--- config.mk ---
export PLATFORM = sky130hd
export DESIGN_NAME = pmq_cell
export DESIGN_NICKNAME = d
export VERILOG_FILES = /design/src/rtl/core/pmq_pkg.sv /design/src/rtl/core/pmq_cell.sv
export SDC_FILE = /design/constraint.sdc
export NUM_CORES = 1
export LEC_CHECK = 0
export ABC_CLOCK_PERIOD_IN_PS = 3200
export BUFFER_PORTS_ARGS = -buffer_cell sky130_fd_sc_hd__buf_2
export CORE_MARGIN = 1.5
export CORE_UTILIZATION = 23
export DETAILED_ROUTE_END_ITERATION = 8
export GPL_TIMING_DRIVEN = 0
export SYNTH_ARGS = -nofsm -noshare
export SYNTH_HDL_FRONTEND = slang
export SYNTH_SLANG_ARGS = --single-unit
--- constraint.sdc ---
create_clock -name clk_i -period 3.2 [get_ports clk_i]
set_input_delay 0.16 -clock clk_i [delete_from_list [all_inputs] [get_ports clk_i]]
set_output_delay 0.16 -clock clk_i [all_outputs]
set_load 0.03 [all_outputs]
--- src/rtl/core/pmq_pkg.sv ---
// Shared types and constants of the priority message queue.
package pmq_pkg;

  // Built queue depth and derived counter width
  localparam int unsigned QDepth = 64;
  localparam int unsigned CntW   = $clog2(QDepth + 1);

  // Field widths
  localparam int unsigned PrioW  = 15;
  localparam int unsigned LenW   = 14;
  localparam int unsigned HdlW   = 16;
  localparam int unsigned BytesW = 20;

  // Largest message length the block ever accepts
  localparam logic [LenW-1:0] SizeLimit = 14'd8192;

  // Register reset values
  localparam logic [6:0]      MaxMsgRst  = 7'd10;
  localparam logic [LenW-1:0] MaxSizeRst = 14'd8192;

  // Configuration register indexes
  localparam logic CFG_MAX_MSG  = 1'b0;
  localparam logic CFG_MAX_SIZE = 1'b1;

  // Operation codes
  localparam logic [1:0] OP_SEND    = 2'd0;
  localparam logic [1:0] OP_RECV    = 2'd1;
  localparam logic [1:0] OP_ARM     = 2'd2;
  localparam logic [1:0] OP_DISARM  = 2'd3;

  // Status codes
  localparam logic [2:0] ST_OK       = 3'd0;
  localparam logic [2:0] ST_BAD_PRIO = 3'd1;
  localparam logic [2:0] ST_TOO_LONG = 3'd2;
  localparam logic [2:0] ST_FULL     = 3'd3;
  localparam logic [2:0] ST_EMPTY    = 3'd4;
  localparam logic [2:0] ST_SMALL    = 3'd5;
  localparam logic [2:0] ST_BUSY     = 3'd6;

  // One message descriptor
  typedef struct packed {
    logic [PrioW-1:0] prio;
    logic [LenW-1:0]  len;
    logic [HdlW-1:0]  handle;
  } entry_t;

  // Command broadcast to every cell
  typedef struct packed {
    logic   ins;
    logic   pop;
    entry_t ent;
  } cell_ctl_t;

endpackage

--- src/rtl/core/pmq_cell.sv ---
// One slot of the sorted descriptor chain.
module pmq_cell (
  input  logic               clk_i,
  input  logic               occupied_i,
  input  pmq_pkg::cell_ctl_t ctl_i,
  input  pmq_pkg::entry_t    left_i,
  input  logic               left_ge_i,
  input  pmq_pkg::entry_t    right_i,
  output logic               ge_o,
  output pmq_pkg::entry_t    entry_o
);

  pmq_pkg::entry_t entry_q, entry_d;

  // Held entry stays ahead of the new one (FIFO among equal priorities)
  assign ge_o = occupied_i && (entry_q.prio >= ctl_i.ent.prio);

  // Insert: keep, take the new item, or shift in from the left; pop shifts from the right
  always_comb begin
    entry_d = entry_q;
    if (ctl_i.ins) begin
      if (ge_o) begin
        entry_d = entry_q;
      end else if (left_ge_i) begin
        entry_d = ctl_i.ent;
      end else begin
        entry_d = left_i;
      end
    end else if (ctl_i.pop) begin
      entry_d = right_i;
    end
  end

  always_ff @(posedge clk_i) begin
    entry_q <= entry_d;
  end

  assign entry_o = entry_q;

endmodule

# After elaboration in Yosys (flattened, before gate mapping)
# Index checks and enable logic that the tools add are counted.
[word_totals] register_bits=45 in_bits=140 output_inout_bits=46 elab_cells=12
[op_classes] n_lt_le_gt_ge=1 n_eq_ne=1 n_mux=4 reduce_logical=3
[ops] operator="45-bit two-way mux" n=4
[ops] operator="15-bit >= comparator" n=1
[ops] operator="2-bit != test (second input constant)" n=1
[ops] operator="2-bit AND reduction" n=1
[ops] operator="2-bit nonzero test" n=1
[ops] operator="1-bit logical AND" n=1

# Logic depth before layout (Yosys ltp)
# Gate-level depths: netlist of run 1.
[logic_depth] ltp_word=4 mapped_depth=6 mapped_depth_nobuf=6

# Worst setup path after synthesis of run 1
# No wires, ideal clock.
[synth_path] path_kind="reg2reg" start="register entry_q, in the netlist entry_o[40]" end="register entry_q, in the netlist entry_o[0] (enable)" setup_time_ns=0.409 arrival_time_ns=2.715 t_required_ns=2.791 setup_slack_ns=0.076 stages_incl_launch_ff=6 path_buffers=0 period_less_slack_ns=3.124 path_cell_list="edfxtp_1 > ha_1 > nand4_1 > nor4_2 > a2111oi_2 > o221a_1"
[synth_via] elab_chain_len=4
[synth_rtl] item="start, declared" line_no="pmq_cell.sv:13" text="pmq_pkg::entry_t entry_q, entry_d;"
[synth_rtl] item="start signal, assigned" line_no="pmq_cell.sv:35" text="entry_q <= entry_d;"
[synth_rtl] item="15-bit >= comparator" line_no="pmq_cell.sv:16" text="assign ge_o = occupied_i && (entry_q.prio >= ctl_i.ent.prio);"
[synth_rtl] item="1-bit logical AND" line_no="pmq_cell.sv:16"
[synth_rtl] item="2-bit != test (no line)"
[synth_rtl] item="2-bit AND reduction (no line)"
# No other way between the ends.
# A chain may end at the register's enable or synchronous reset.

# Worst setup path in the final report of run 1
[layout_path] start="register entry_q, in the netlist entry_o[40]" end="register entry_q, in the netlist entry_o[8] (enable)"
# Same word-level chain as after synthesis.

==> results.json, run 1 <==
{
  "synth-xor-area-share_pct": 0,
  "clock_sinks": 45,
  "cpPeakStageDelay_ns": 0.72,
  "maxCapViolations": 0,
  "synth_area_leader_cell": "edfxtp_1",
  "drc": 0,
  "dp_hpwl_mm": 6.54,
  "finalSetupViolations": 0,
  "synth_fa_ha_area_share_pct": 6.95,
  "yosysWarnings": 0,
  "crit_slowest_cell": "o221a_2",
  "die_w_um": 111,
  "diodes": 0,
  "totalWireLength_mm": 8.00,
  "core_area_mm2": 0.0114,
  "path_max_fanout": 23,
  "fin_crit_ns": 2.75,
  "drtPass1Iterations": 4,
  "grt_pass1_vias": 2668,
  "grt_usage_pct": 12.8,
  "crit_chain": "ha_1, nand4_1, nor4_2, a2111oi_2, o221a_2, buf_16",
  "cts.path.max_buffers": 2,
  "fp-row-count": 39,
  "fin_crit_sh_pct": 86.0,
  "avgSynthCellArea_um2": 10.7,
  "htreeDepth": 2,
  "final-hold-violation-count": 0,
  "cts_tree": "built",
  "synthSimpleGateAreaFrac_pct": 9.32,
  "grt_remaining_overflow": 0,
  "yosysSeqAreaShare_pct": 50.1,
  "grt_antenna_before_repair": 0,
  "async_flop_share_pct": 0,
  "final_area_mm2": 0.00399,
  "synthTopCellsByArea": "edfxtp_1 (50%), mux2i_1 (17%), a21oi_1 (8.9%)",
  "viasPerCell": 4.38,
  "hold_buffers": 0,
  "clk_pin_slew_ns": 0.06,
  "dieHeight_um": 111,
  "io_buffer_count": 184,
  "synth_seq_cells": 45,
  "synth_edf_count": 45,
  "postPlaceCellArea_mm2": 0.00383,
  "ys.flop_type": "edfxtp_1",
  "tightest_slew_ns": 0.660,
  "fmax_ghz": 0.364,
  "routabilityCongestion": 0.745,
  "worst_ir_drop_vdd_uv": 186,
  "critical_path_class": "flop to flop",
  "area_delta_synth_final_pct": 47.9,
  "ys_top_cells_by_count": "a21oi_1 (48), nor2_1 (48), edfxtp_1 (45), mux2i_1 (45)",
  "leakagePower_nw": 1.95,
  "post_cts_buffers": 0,
  "hp-class": "primary input to flop",
  "powerDensity_mw_per_mm2": 461,
  "end_kind": "flop",
  "drv_slew": 0,
  "cts-buffers-inserted": 5,
  "netlist-cell-type-count": 26,
  "startpoint_type": "flop",
  "fin_ws_ns": 0.450,
  "grt_max_degree": 24,
  "syn_area_mm2": 0.00270,
  "cts_resized": 0,
  "clk_latency_ns": 0.29,
  "root_buffer": "clkbuf_16",
  "start_util_pct": 23.6,
  "synth_top_family_by_area": "multiplexers",
  "ios": 186,
  "synthMuxAreaShare_pct": 16.7,
  "slew_headroom_pct": 56.0,
  "grt_setup_unrepaired": "false",
  "grt_pass1_wl_mm": 12.6,
  "finClkSkew_ns": 0.00399,
  "status": "complete, no violations",
  "vias": 2577,
  "die-area_mm2": 0.0124,
  "worst_ep_required_time_ns": 3.20,
  "pre_cts_ws_ns": 0.416,
  "syn_nets": 407,
  "drt_iter0_markers": 75,
  "ant_nets": 0,
  "largest_reg_flops": 45,
  "avgRoutedWirePerCell_um": 13.6,
  "cp_data_arrival_time_ns": 2.75,
  "synth_compound_area_share_pct": 12.1,
  "drive_above_1_share_pct": 45.6,
  "syn_inst": 252,
  "synth_top_cell_area_share_pct": 50.1,
  "finalNetCount": 599
}
-- logic make-up after synthesis --
group,count (synthesis)
flops,45
fa+ha+maj,15
simple gates,58
compound gates,59
buf+inv,30
mux,45
-- critical path, delay by kind of cell (launching register included) --
family / cells / cell delay [ns]
adder cells (fa/ha/maj): 1 / 0.34
buffers and inverters: 1 / 0.25
AND/OR/NAND/NOR: 2 / 0.27
AO/OA/AOI/OAI: 2 / 1.18
flip-flops: 1 / 0.41
-- placed cells by master (no fill, tap or decap), types with 2 or more instances in the layout --
| master | synthesis | layout |
|---|---|---|
| mux2i_1 | 45 | 45 |
| edfxtp_1 | 45 | 45 |
| o21ai_0 | 2 | 2 |
| buf_2 | 2 | 186 |
| o31ai_1 | 2 | 2 |
| clkbuf_16 | 0 | 5 |
| clkbuf_1 | 6 | 6 |
| buf_4 | 4 | 4 |
| a21oi_1 | 48 | 48 |
| ha_1 | 15 | 15 |
| nand4_1 | 2 | 2 |
| nor2_1 | 48 | 48 |
| buf_1 | 3 | 3 |
| a211oi_1 | 2 | 2 |
| nand2_1 | 2 | 2 |
| inv_1 | 15 | 15 |
-- metal layers --
| layer | vias up | wire (µm) | GRT usage, % |
|---|---|---|---|
| met5 | - | 0 | 0 |
| met4 | 0 | 130 | 4.14 |
| met3 | 12 | 548 | 3.28 |
| met2 | 109 | 3980 | 23.0 |
| met1 | 1154 | 3350 | 14.7 |
| li1 | 1302 | - | - |
-- final cells by class --
| type | instances | area [µm²] |
|---|---|---|
| Clock buffer | 5 | 125 |
| Inverter | 15 | 56.3 |
| Fill cell | 1190 | 7430 |
| Buffer | 15 | 73.8 |
| Tap cell | 143 | 179 |
| Clock inverter | 3 | 41.3 |
| Multi-Input combinational cell | 177 | 1220 |
| Sequential cell | 45 | 1350 |
| Timing Repair Buffer | 185 | 948 |
-- power by group --
| part | internal (W) | switching, W | total (W) |
|---|---|---|---|
| clock network | 0.000366 | 0.000223 | 0.000589 |
| registers | 0.000730 | 0.0000203 | 0.000750 |
| logic | 0.000192 | 0.000311 | 0.000503 |
-- metrics by stage --
step	hold WS (ns)	utilization, %	power, W	instances	TNS (ns)
global route	0.192	35.0	0.00194	588	0
CTS	0.184	35.0	0.00187	588	0
floorplan	0.386	-	0.00107	252	0
finish	0.193	35.0	0.00184	588	0
detailed placement	0.488	33.5	0.00127	580	0
global placement	0.478	33.3	0.00126	579	-18.44
-- path summary, 6_finish.rpt --
kind	from	to	slack [ns]	cells past startpoint
max	entry_o[40]	entry_o[8]	0.45	6
min	right_i[4]	entry_o[4]	0.19	3
max reg2reg	entry_o[40]	entry_o[8]	0.45	6
min reg2reg	entry_o[36]	entry_o[33]	1.19	3
Note: power is estimated with default switching activity, not from simulation.
==> run 2: changes to the inputs <==
--- a/config.mk
+++ b/config.mk
@@ -11,6 +11,8 @@
 export CORE_UTILIZATION = 23
 export DETAILED_ROUTE_END_ITERATION = 8
 export GPL_TIMING_DRIVEN = 0
+export PLACE_DENSITY = 0.59
+export RECOVER_POWER = 100
 export SYNTH_ARGS = -nofsm -noshare
 export SYNTH_HDL_FRONTEND = slang
 export SYNTH_SLANG_ARGS = --single-unit
==> results.json, run 2 (synthesized netlist as in run 1, its figures left out) <==
{
  "startpoint": "entry_o[40]",
  "leakagePower_nw": 1.82,
  "vias": 2587,
  "p_sw_w": 0.000546,
  "seqCellArea_mm2": 0.00135,
  "hp-start": "right_i[39]",
  "fin_ws_ns": 0.438,
  "path_max_fanout": 24,
  "die_w_um": 111,
  "p_int_w": 0.00119,
  "cts_tree": "built",
  "grt_pass1_wl_mm": 13.0,
  "multiInputGateArea_mm2": 0.00121,
  "pre_cts_ws_ns": 0.362,
  "root_buffer": "clkbuf_16",
  "cts.path.max_buffers": 2,
  "area_delta_synth_final_pct": 44.3,
  "fp-row-count": 39,
  "grt_setup_unrepaired": "false",
  "drtPass1Iterations": 4,
  "tightest_slew_ns": 0.712,
  "final_common_cell": "buf_2",
  "fin_crit_sh_pct": 86.3,
  "grt_usage_pct": 13.1,
  "fin_util_pct": 34.1,
  "drv_slew": 0,
  "cp_data_arrival_time_ns": 2.75,
  "dp_hpwl_mm": 6.72,
  "end_kind": "flop",
  "finalNonFillerCells": 587,
  "power_frac_seq_pct": 43.5,
  "hp-class": "primary input to flop",
  "grt_antenna_before_repair": 0,
  "grt_max_degree": 25,
  "fin_crit_ns": 2.76,
  "routabilityCongestion": 0.763,
  "slew_headroom_pct": 52.5,
  "startpoint_type": "flop",
  "dieHeight_um": 111,
  "fillCellCount": 1214,
  "fmax_ghz": 0.362,
  "clk_latency_ns": 0.29,
  "drive_above_1_share_pct": 34.5,
  "io_buffer_count": 184,
  "diodes": 0,
  "worst_ir_drop_vdd_uv": 163,
  "clk_pin_slew_ns": 0.06,
  "drt_iter0_markers": 109,
  "cts-buffers-inserted": 5,
  "switching_share_pct": 31.5,
  "largest_reg_flops": 45,
  "maxCapViolations": 0,
  "drc": 0,
  "final-hold-violation-count": 0,
  "grt_pass1_vias": 2718,
  "grt_remaining_overflow": 0,
  "totalWireLength_mm": 8.28,
  "core_area_mm2": 0.0114,
  "start_util_pct": 23.6,
  "reg2reg_from": "entry_o[40]",
  "hold_buffers": 0,
  "cts_resized": 0,
  "ant_nets": 0,
  "avgRoutedWirePerCell_um": 14.1,
  "finalSetupViolations": 0,
  "htreeDepth": 2,
  "die-area_mm2": 0.0124,
  "powerDensity_mw_per_mm2": 445,
  "final_cell_mix": "buf_2 (139), clkbuf_1 (56), nor2_1 (48), a21oi_1 (48)",
  "ios": 186,
  "p_comb_share_pct": 27.9,
  "dp.cells": 580,
  "critical_path_class": "flop to flop",
  "status": "complete, no violations",
  "viasPerCell": 4.41,
  "p_clk_share_pct": 28.6,
  "worst_ep_required_time_ns": 3.19,
  "post_cts_buffers": 0,
  "finalNetCount": 599,
  "fin_tns_setup_ns": 0,
  "clock_sinks": 45,
  "finClkSkew_ns": 0.00459
}
## run 2: layer usage
layer / up-vias / routed length, µm / global-route usage, %
met5: - / 0 / 0
met2: 100 / 4330 / 24.4
met4: 0 / 101 / 3.80
met1: 1179 / 3370 / 15.1
met3: 6 / 479 / 2.79
li1: 1302 / - / -
## run 2: final timing paths
path	end	slack (ns)	cells after the start
worst max-delay path	entry_o[17]	0.44	6
worst min-delay path	entry_o[39]	0.19	3
worst max register to register	entry_o[17]	0.44	6
worst min register to register	entry_o[36]	1.25	3
## run 2: worst max-delay path: stages (launching register included)
cell	delay, ns
edfxtp_1	0.41
ha_1	0.34
a21oi_2	0.12
o21ai_0	0.11
a2111oi_2	0.48
o221a_2	0.75
buf_16	0.25
## run 2: power groups by stage
stage          sequential, W  combinational, W  clock, W
2_1_floorplan       0.000893          0.000175         0
3_3_place_gp        0.000765          0.000493         0
3_5_place_dp        0.000766          0.000509         0
5_1_grt             0.000761          0.000528  0.000527
4_1_cts             0.000754          0.000510  0.000512
6_report            0.000754          0.000484  0.000495
## run 2: cell type report
| cell class | instances | share of cell area (%) |
|---|---|---|
| sequential | 45 | 34.7 |
| multi-input combinational | 177 | 31.1 |
| timing repair buffer | 185 | 22.9 |
| tap | 143 | 4.60 |
| clock buffer | 6 | 3.31 |
| buffer | 15 | 1.86 |
| inverter | 15 | 1.45 |
| clock inverter | 1 | 0.0964 |
## run 2: metrics by stage
stage / power (W) / cell area [µm²] / hold slack [ns]
CTS: 0.00178 / 3960 / 0.184
floorplan: 0.00107 / 2700 / 0.386
global route: 0.00182 / 3890 / 0.183
finish: 0.00173 / 3890 / 0.193
global placement: 0.00126 / 3800 / 0.477
detailed placement: 0.00127 / 3830 / 0.485
==> run 3: changes to the inputs <==
--- a/config.mk
+++ b/config.mk
@@ -7,6 +7,8 @@
 export LEC_CHECK = 0
 export ABC_CLOCK_PERIOD_IN_PS = 3200
 export BUFFER_PORTS_ARGS = -buffer_cell sky130_fd_sc_hd__buf_2
+export CAP_MARGIN = 20
+export CORE_ASPECT_RATIO = 2
 export CORE_MARGIN = 1.5
 export CORE_UTILIZATION = 23
 export DETAILED_ROUTE_END_ITERATION = 8
==> results.json, run 3 (synthesized netlist as in run 1, its figures left out) <==
{
  "slew_headroom_pct": 63.5,
  "largest_reg_flops": 45,
  "drtPass1Iterations": 4,
  "grt_remaining_overflow": 0,
  "fmax_ghz": 0.373,
  "crit_family": "compound AO/OA/AOI/OAI gates",
  "final_common_cell": "buf_2",
  "cp_data_arrival_time_ns": 2.67,
  "core_area_mm2": 0.0114,
  "die_w_um": 79.6,
  "finClkSkew_ns": 0.00497,
  "rr_endpoint": "entry_o[11]",
  "drt_iter0_markers": 69,
  "ant_nets": 0,
  "switching_share_pct": 32.0,
  "io_buffer_count": 184,
  "drc": 0,
  "power_frac_seq_pct": 43.0,
  "crit_chain": "ha_1, nand4_1, nor4_1, a2111oi_2, o221a_2, buf_12",
  "grt_usage_pct": 14.5,
  "reg2reg_from": "entry_o[40]",
  "dieHeight_um": 156,
  "cts.path.max_buffers": 2,
  "reg2regPathDepth": 6,
  "worst_ir_drop_vdd_uv": 227,
  "post_cts_buffers": 0,
  "grt_pass1_wl_mm": 13.6,
  "p_sw_w": 0.000561,
  "multiInputGateArea_mm2": 0.00121,
  "crit_slowest_cell": "o221a_2",
  "die-area_mm2": 0.0124,
  "finalNetCount": 599,
  "path_max_fanout": 28,
  "hp-class": "primary input to flop",
  "htreeDepth": 2,
  "viasPerCell": 4.46,
  "diodes": 0,
  "clock_sinks": 45,
  "root_buffer": "clkbuf_16",
  "hp-start": "right_i[24]",
  "hold_end": "entry_o[24]",
  "totalWireLength_mm": 9.04,
  "clk_latency_ns": 0.29,
  "critical_path_class": "flop to flop",
  "fin_crit_sh_pct": 83.7,
  "startpoint_type": "flop",
  "tightest_slew_ns": 0.548,
  "worst_ep_required_time_ns": 3.19,
  "status": "complete, no violations",
  "routabilityCongestion": 0.783,
  "cts_tree": "built",
  "grt_setup_unrepaired": "false",
  "cpPeakStageDelay_ns": 0.63,
  "p_clk_share_pct": 29.3,
  "clk_pin_slew_ns": 0.07,
  "fp-row-count": 55,
  "final-hold-violation-count": 0,
  "avgRoutedWirePerCell_um": 15.4,
  "final_cell_mix": "buf_2 (140), clkbuf_1 (55), nor2_1 (48), a21oi_1 (48)",
  "dp_hpwl_mm": 7.46,
  "area_delta_synth_final_pct": 44.2,
  "grt_antenna_before_repair": 0,
  "cts_resized": 0,
  "fin_crit_ns": 2.68,
  "hold_buffers": 0,
  "ios": 186,
  "p_comb_share_pct": 27.7,
  "powerDensity_mw_per_mm2": 450,
  "seqCellArea_mm2": 0.00135,
  "fin_util_pct": 34.3,
  "finalSetupViolations": 0,
  "grt_pass1_vias": 2710,
  "r2r_slack_ns": 0.52,
  "end_kind": "flop",
  "fin_tns_setup_ns": 0,
  "vias": 2619,
  "holdPathStages": 3,
  "drv_slew": 0,
  "cts-buffers-inserted": 5,
  "maxCapViolations": 0,
  "drive_above_1_share_pct": 35.1,
  "leakagePower_nw": 1.82,
  "start_util_pct": 23.8,
  "grt_max_degree": 29,
  "p_int_w": 0.00119,
  "startpoint": "entry_o[40]",
  "fillCellCount": 1228,
  "worst-path-buf-inv": 1
}
## run 3: changes by cell type in the layout (fill, tap and decap cells not counted)
cell | previous run | this run
buf_12 | 0 | 1
buf_16 | 1 | 0
buf_2 | 139 | 140
clkbuf_1 | 56 | 55
clkinv_1 | 1 | 0
clkinv_2 | 0 | 2
o21ai_0 | 3 | 2
o21ai_1 | 0 | 1
## run 3: power groups by stage
stage / clock network (W) / registers (W) / logic [W]
global route: 0.000550 / 0.000761 / 0.000532
finish: 0.000513 / 0.000753 / 0.000485
global placement: 0 / 0.000766 / 0.000495
detailed placement: 0 / 0.000764 / 0.000513
floorplan: 0 / 0.000893 / 0.000175
CTS: 0.000537 / 0.000752 / 0.000513
## run 3: metal layers
layer  wire (µm)  up-vias  global-route usage [%]
met1        3040     1191                    14.0
met4         195        0                    6.10
met5           0        -                       0
met3         642       13                    3.92
met2        5170      112                    27.8
li1            -     1303                       -
## run 3: worst min-delay path, stage by stage
cell     delay, ns
buf_2         0.07
nor2_1        0.03
a21oi_1       0.09
## run 3: final cells by class
type | count | area share (%)
Buffer | 15 | 1.86
Clock buffer | 6 | 3.31
Clock inverter | 2 | 0.257
Inverter | 15 | 1.45
Multi-Input combinational cell | 177 | 31.1
Sequential cell | 45 | 34.7
Tap cell | 142 | 4.56
Timing Repair Buffer | 185 | 22.7
## run 3: worst max-delay path by stage
stage                        to  slack [ns]  depth (start not counted)
finish              entry_o[11]        0.52                          6
global route        entry_o[31]        0.38                          6
CTS                 entry_o[32]        0.47                          6
detailed placement  entry_o[11]        0.49                          6
global placement     entry_o[0]       -0.60                          5
floorplan            entry_o[0]        0.08                          5
## run 3: per-stage QoR
| stage | power (W) | instance area, µm² | std cells | hold slack, ns | setup WS, ns |
|---|---|---|---|---|---|
| CTS | 0.00180 | 3960 | 587 | 0.180 | 0.470 |
| floorplan | 0.00107 | 2700 | 252 | 0.386 | 0.0761 |
| global route | 0.00184 | 3890 | 587 | 0.195 | 0.376 |
| global placement | 0.00126 | 3800 | 578 | 0.476 | -0.601 |
| finish | 0.00175 | 3890 | 587 | 0.188 | 0.521 |
| detailed placement | 0.00128 | 3820 | 579 | 0.487 | 0.486 |
